<file path="src/rtl/ckt_pkg.sv">
// Shared types and codes for the compacting keyed table.
// Used by ckt_cell and compacting_keyed_table; no dependencies.
`default_nettype none

package ckt_pkg;

   localparam int KEY_W = 16;
   localparam int PAY_W = 16;
   localparam int OP_W  = 2;
   localparam int FILL_W = 5;

   localparam logic [OP_W-1:0] OP_ADD    = 2'd0;
   localparam logic [OP_W-1:0] OP_REMOVE = 2'd1;
   localparam logic [OP_W-1:0] OP_FIND   = 2'd2;

   localparam logic ST_OK   = 1'b0;
   localparam logic ST_FAIL = 1'b1;

   typedef struct packed {
      logic [OP_W-1:0]  op;
      logic [KEY_W-1:0] key;
      logic [PAY_W-1:0] payload;
   } req_type;

   typedef struct packed {
      logic [KEY_W-1:0] key;
      logic [PAY_W-1:0] payload;
   } entry_type;

   // Passed up the row: any match so far, payload of the first match.
   typedef struct packed {
      logic             hit;
      logic [PAY_W-1:0] payload;
   } chain_type;

   // Per-cell control from the top level.
   typedef struct packed {
      logic fire;
      logic occupied;
      logic add_sel;
   } cell_ctl_type;

endpackage

`default_nettype wire

</file>
<file path="src/rtl/ckt_cell.sv">
// One slot of the table: holds a key and payload, compares against the request,
// forwards the first-match chain and loads its upper neighbor on remove. Uses ckt_pkg.
`default_nettype none

module ckt_cell
   import ckt_pkg::*;
(
   input  wire          clock,
   input  req_type      req,
   input  cell_ctl_type ctl,
   input  entry_type    upper,
   input  chain_type    chain_in,
   output chain_type    chain_out,
   output entry_type    entry
);

   entry_type entry_ff;
   entry_type entry_in;
   logic      match;
   logic      first;

   assign match = ctl.occupied && (entry_ff.key == req.key);
   assign first = match && !chain_in.hit;

   always_comb begin
      chain_out.hit     = chain_in.hit | match;
      chain_out.payload = chain_in.payload | (first ? entry_ff.payload : '0);
   end

   always_comb begin
      entry_in = entry_ff;
      if (ctl.fire) begin
         if (req.op == OP_ADD && ctl.add_sel) begin
            entry_in.key     = req.key;
            entry_in.payload = req.payload;
         end else if (req.op == OP_REMOVE && (chain_in.hit || match)) begin
            // close the gap: take the neighbor's entry
            entry_in = upper;
         end
      end
   end

   always_ff @(posedge clock) begin
      entry_ff <= entry_in;
   end

   assign entry = entry_ff;

endmodule

`default_nettype wire

</file>
<file path="src/rtl/compacting_keyed_table.sv">
// Compacting keyed table: a row of CAPACITY cells holding (key, payload)
// entries packed in arrival order. Uses ckt_pkg and ckt_cell.
//
// Usage:
//   req_ channel carries one operation per beat: tuser is the operation
//   (add, remove by key, find by key), tdata holds key and payload.
//   rsp_ channel returns exactly one beat per request: tuser is the status
//   (0 success, 1 full, not found or bad operation), tdata holds the found
//   payload and the fill count after the operation.
//   A request is registered first. One request per cycle is sustained while
//   rsp_tready is high: the whole cell row compares, picks the first match
//   through the neighbor chain and shifts down in the same cycle.
//   The response sits in an output register; while it waits, one more
//   request is taken and held, and the input stalls only when both are full.
//   Reset empties the table (fill count 0) and drops any held beat; entry
//   contents are left as they are and are only read below the fill count.
`default_nettype none

module compacting_keyed_table
   import ckt_pkg::*;
#(
   parameter int CAPACITY = 16
)(
   input  wire         clock,
   input  wire         reset,
   input  wire         req_tvalid,
   output logic        req_tready,
   input  wire  [31:0] req_tdata,   // [15:0] key, [31:16] payload
   input  wire  [1:0]  req_tuser,   // [1:0] operation
   output logic        rsp_tvalid,
   input  wire         rsp_tready,
   output logic [23:0] rsp_tdata,   // [15:0] found_payload, [20:16] fill_count, [23:21] zero
   output logic        rsp_tuser    // [0] status
);

   localparam int CW = $clog2(CAPACITY + 1);

   logic            busy_ff, busy_in;
   req_type         req_ff, req_in;
   logic [CW-1:0]   count_ff, count_in;
   logic            rsp_valid_ff, rsp_valid_in;
   logic            status_ff, status_in;
   logic [PAY_W-1:0] found_ff, found_in;
   logic [FILL_W-1:0] fill_ff, fill_in;

   logic            out_free;
   logic            fire;
   logic            not_full;
   chain_type       chain [CAPACITY+1];
   entry_type       entries [CAPACITY+1];

   assign out_free   = !rsp_valid_ff || rsp_tready;
   assign fire       = busy_ff && out_free;
   assign req_tready = !busy_ff || fire;
   assign not_full   = (count_ff < CW'(CAPACITY));

   assign chain[0]         = '0;
   assign entries[CAPACITY] = '0;

   for (genvar i = 0; i < CAPACITY; i++) begin : g_cell
      cell_ctl_type ctl;
      always_comb begin
         ctl.fire     = fire;
         ctl.occupied = (CW'(i) < count_ff);
         ctl.add_sel  = (CW'(i) == count_ff);
      end
      ckt_cell u_cell (
         .clock     (clock),
         .req       (req_ff),
         .ctl       (ctl),
         .upper     (entries[i+1]),
         .chain_in  (chain[i]),
         .chain_out (chain[i+1]),
         .entry     (entries[i])
      );
   end

   always_comb begin
      busy_in = busy_ff;
      req_in  = req_ff;
      if (fire) busy_in = 1'b0;
      if (req_tvalid && req_tready) begin
         busy_in        = 1'b1;
         req_in.op      = req_tuser;
         req_in.key     = req_tdata[15:0];
         req_in.payload = req_tdata[31:16];
      end
   end

   always_comb begin
      count_in     = count_ff;
      status_in    = ST_FAIL;
      rsp_valid_in = rsp_valid_ff && !rsp_tready;
      found_in     = found_ff;
      fill_in      = fill_ff;
      if (fire) begin
         unique case (req_ff.op)
            OP_ADD: begin
               if (not_full) begin
                  count_in  = count_ff + CW'(1);
                  status_in = ST_OK;
               end
            end
            OP_REMOVE: begin
               if (chain[CAPACITY].hit) begin
                  count_in  = count_ff - CW'(1);
                  status_in = ST_OK;
               end
            end
            OP_FIND: begin
               if (chain[CAPACITY].hit) status_in = ST_OK;
            end
            default: status_in = ST_FAIL;
         endcase
         rsp_valid_in = 1'b1;
         found_in     = (req_ff.op == OP_FIND && chain[CAPACITY].hit) ?
                        chain[CAPACITY].payload : '0;
         fill_in      = FILL_W'(count_in);
      end
   end

   always_ff @(posedge clock) begin
      if (reset) begin
         busy_ff      <= 1'b0;
         count_ff     <= '0;
         rsp_valid_ff <= 1'b0;
      end else begin
         busy_ff      <= busy_in;
         count_ff     <= count_in;
         rsp_valid_ff <= rsp_valid_in;
      end
      req_ff <= req_in;
      if (fire) begin
         status_ff <= status_in;
         found_ff  <= found_in;
         fill_ff   <= fill_in;
      end
   end

   assign rsp_tvalid = rsp_valid_ff;
   assign rsp_tuser  = status_ff;
   assign rsp_tdata  = {3'b000, fill_ff, found_ff};

   a_count_range: assert property (@(posedge clock) disable iff (reset)
      count_ff <= CW'(CAPACITY))
      else $error("fill count above capacity");

   a_add_grows: assert property (@(posedge clock) disable iff (reset)
      fire && req_ff.op == OP_ADD && not_full |=> count_ff == $past(count_ff) + CW'(1))
      else $error("successful add did not grow the table");

   a_fail_no_payload: assert property (@(posedge clock) disable iff (reset)
      rsp_valid_ff && status_ff == ST_FAIL |-> found_ff == '0)
      else $error("failed operation returned a payload");

   a_fire_loads_rsp: assert property (@(posedge clock) disable iff (reset)
      fire |=> rsp_valid_ff)
      else $error("executed request produced no response");

endmodule

`default_nettype wire
</file>
<file path="config.mk">
export PLATFORM = sky130hd
export DESIGN_NAME = compacting_keyed_table
export DESIGN_NICKNAME = d
export VERILOG_FILES = /design/src/rtl/ckt_pkg.sv /design/src/rtl/ckt_cell.sv /design/src/rtl/compacting_keyed_table.sv
export SDC_FILE = /design/constraint.sdc
export NUM_CORES = 1
export LEC_CHECK = 0
export BUFFER_PORTS_ARGS = -buffer_cell sky130_fd_sc_hd__clkbuf_2
export CAP_MARGIN = 20
export CORE_MARGIN = 5
export CORE_UTILIZATION = 55
export DETAILED_ROUTE_END_ITERATION = 7
export PLACE_DENSITY = 0.71
export SLEW_MARGIN = 20
export SYNTH_ARGS = -nofsm -noshare
export SYNTH_HDL_FRONTEND = slang
export SYNTH_SLANG_ARGS = --single-unit
</file>
<file path="constraint.sdc">
create_clock -name clock -period 5.25 [get_ports clock]
set_input_delay 0.7875 -clock clock [delete_from_list [all_inputs] [get_ports clock]]
set_output_delay 0.7875 -clock clock [all_outputs]
set_load 0.02 [all_outputs]
</file>
==> results.json <==
{
  "wl_per_cell_microns": 24.4,
  "synth-seq-cells": 575,
  "place_ws_ns": 0.654,
  "via_per_inst": 6.23,
  "required_ns": 5.58,
  "worstSetupEndpointType": "register",
  "period_needed_ns": 4.75,
  "cts.sinks": 575,
  "cts_repair_resize_count": 0,
  "final.setup.tns_ns": 0,
  "numCtsBuffers": 59,
  "fin_crit_sh": 0.905,
  "final_common_cell": "edfxtp_1",
  "cts_tree": "built",
  "clk_path_buf_depth": 3,
  "root_buffer": "clkbuf_16",
  "dieArea_sq_mm": 0.0588,
  "num_vias": 18000,
  "gp_congestion": 0.889,
  "cts_htree_levels": 2,
  "async_flop_share": 0,
  "avgSynthCellArea_sq_um": 13.9,
  "grt_antenna_before_repair": 1,
  "synthCells": 2140,
  "design.core.area_sq_mm": 0.0537,
  "placed_area_sq_mm": 0.0309,
  "grt_overflow": 0,
  "ios": 65,
  "layout.nets": 2193,
  "rsz0062_at_grt": "false",
  "skew_ns": 0.0360,
  "port_buffers": 61,
  "fin_ws_ns": 0.497,
  "status": "finished clean",
  "track_usage": 0.236,
  "area_growth_pct": 9.67,
  "grt_pass1_wl_mm": 109,
  "drt_iter0_markers": 1889,
  "grt_start_max_net_pins": 50,
  "synth_cell_types": 66,
  "start_kind": "register",
  "setup_viol": 0,
  "syn_area_sq_mm": 0.0297,
  "slew_viol_final": 0,
  "worstMarginPinSlew_ns": 1.18,
  "arrival_ns": 5.08,
  "max_slew_margin": 0.196,
  "critPathKind": "register to register",
  "drt_pass1_iterations": 8,
  "holdBufCountCts": 0,
  "fmax_ghz": 0.210,
  "final_hold_viol_count": 0,
  "hpwl_mm": 49.7,
  "synth_warnings": 0,
  "worstHoldPathType": "input port to register",
  "clk_latency_ns": 0.64,
  "drt_wl_total_mm": 70.7,
  "layout-drive-gt1-share": 0.329,
  "power_density_mw_per_mm2": 286,
  "cts.reportedPaths.clkPinSlew_ns": 0.06,
  "ant_nets": 0,
  "post_cts_buffers": 0,
  "synth_edf_count": 568,
  "cap_violations": 0,
  "hold_ws_ns": 0.321,
  "antennaDiodeCount": 0,
  "ir_worst_vdd_v": 0.000243,
  "grt_pass1_vias": 18000,
  "critPathMaxFanout": 22,
  "row_count": 85,
  "drc": 0,
  "start_util": 0.554,
  "mostFrequentLayoutCells": "edfxtp_1, mux2_2, xor2_1",
  "ys_seq_area_frac": 0.578,
  "die_w_microns": 243,
  "fin_area_sq_mm": 0.0326,
  "die_h_microns": 243,
  "ys.flop_type": "edfxtp_1",
  "leakagePower_nw": 10.9
}
## worst max-delay path, stage by stage, from the launching register on
cell and delay [ns]:
edfxtp_1 0.78, buf_4 0.43, xnor2_1 0.16, nand4_1 0.19, nor4_4 0.31, buf_4 0.28, nand2_1 0.38, a31oi_1 0.34
o2111ai_1 0.21, a2111oi_0 1.03, buf_4 0.24, a41oi_1 0.10
## stage by stage
step                instances  total power [mW]  utilization
CTS                      2890              9.40        0.607
detailed placement       2780              5.54        0.575
floorplan                2142              5.41            -
global placement         2777              5.53        0.573
global route             2890              9.63        0.607
finish                   2890              9.34        0.607
## power by group
group	internal, mW	total [mW]	switching [mW]
Combinational	0.130	0.356	0.226
Clock	2.14	3.89	1.75
Sequential	5.02	5.09	0.0786
Total	7.29	9.34	2.05
## per-layer routing
| layer | GRT usage | share of wire | vias up | routed length, microns |
|---|---|---|---|---|
| li1 | - | - | 8160 | - |
| met1 | 0.348 | 0.45 | 9028 | 31500 |
| met2 | 0.364 | 0.46 | 704 | 32200 |
| met3 | 0.0450 | 0.077 | 105 | 5410 |
| met4 | 0.0614 | 0.022 | 0 | 1560 |
| met5 | 0 | 0 | - | 0 |
## path summary, 6_finish.rpt
kind / cells after the start / slack, ns / endpoint / startpoint
setup / recovery: 11 / 0.50 / found_ff[6] / req_ff[27]
hold / removal: 1 / 0.32 / req_ff[1] / req_tdata[17]
setup reg to reg: 11 / 0.50 / found_ff[6] / req_ff[27]
hold reg to reg: 2 / 0.53 / rsp_tvalid / busy_ff
## flip-flops by register name, indices dropped and copies added, names as in the netlist
name                 count
rsp_tuser                1
fill_ff                  5
found_ff                16
count_ff                 5
req_ff                  34
busy_ff                  1
g_cell.u_cell.entry    512
rsp_tvalid               1
## cell families (layout without fill, tap and decap cells)
kind of cell | count (synthesis) | count (layout) | synth area share
DFF | 575 | 575 | 0.578
muxes | 483 | 483 | 0.182
and+or+nand+nor | 393 | 393 | 0.0737
xor gates and xnor gates | 257 | 257 | 0.0757
buffers and inverters | 221 | 273 | 0.0341
AOI/OAI and AO/OA | 200 | 200 | 0.0517
adders and majority gates | 10 | 10 | 0.00421
other | 1 | 3 | 0.000126
## final cells by class
| type | count | area [sq um] |
|---|---|---|
| clock buffer | 82 | 1580 |
| tap | 696 | 871 |
| timing repair buffer | 134 | 943 |
| inverter | 29 | 109 |
| fill | 4137 | 21100 |
| clock inverter | 28 | 160 |
| multi-input combinational | 1346 | 11700 |
| sequential | 575 | 17200 |
## Yosys cell counts (3+ instances only)
master	instances	area share
edfxtp_1	568	0.57
mux2_2	464	0.18
xor2_1	151	0.044
clkbuf_1	121	0.015
xnor2_1	106	0.031
nand3_1	70	0.012
nand2_1	59	0.0074
nor2_1	52	0.0066
and3_1	41	0.0086
buf_2	39	0.0066
nor4_1	39	0.0082
and2_1	38	0.0080
o21ai_0	31	0.0052
nand4_1	29	0.0061
inv_1	28	0.0035
nor3_1	27	0.0045
a21oi_1	23	0.0039
a31oi_1	20	0.0042
buf_4	20	0.0050
mux2i_1	19	0.0064
o2111ai_1	18	0.0053
a41oi_1	17	0.0050
a2111oi_0	16	0.0047
a222oi_1	16	0.0054
a22o_1	16	0.0047
a32oi_1	16	0.0047
ha_1	10	0.0042
buf_6	8	0.0030
dfxtp_1	7	0.0047
nand2b_1	7	0.0015
or3_1	6	0.0013
nor4_4	5	0.0036
a21o_1	4	0.0010
buf_1	4	0.00050
a211oi_1	3	0.00076
nor2b_1	3	0.00063
or2_2	3	0.00063
Note: power is estimated with default switching activity, not from simulation.
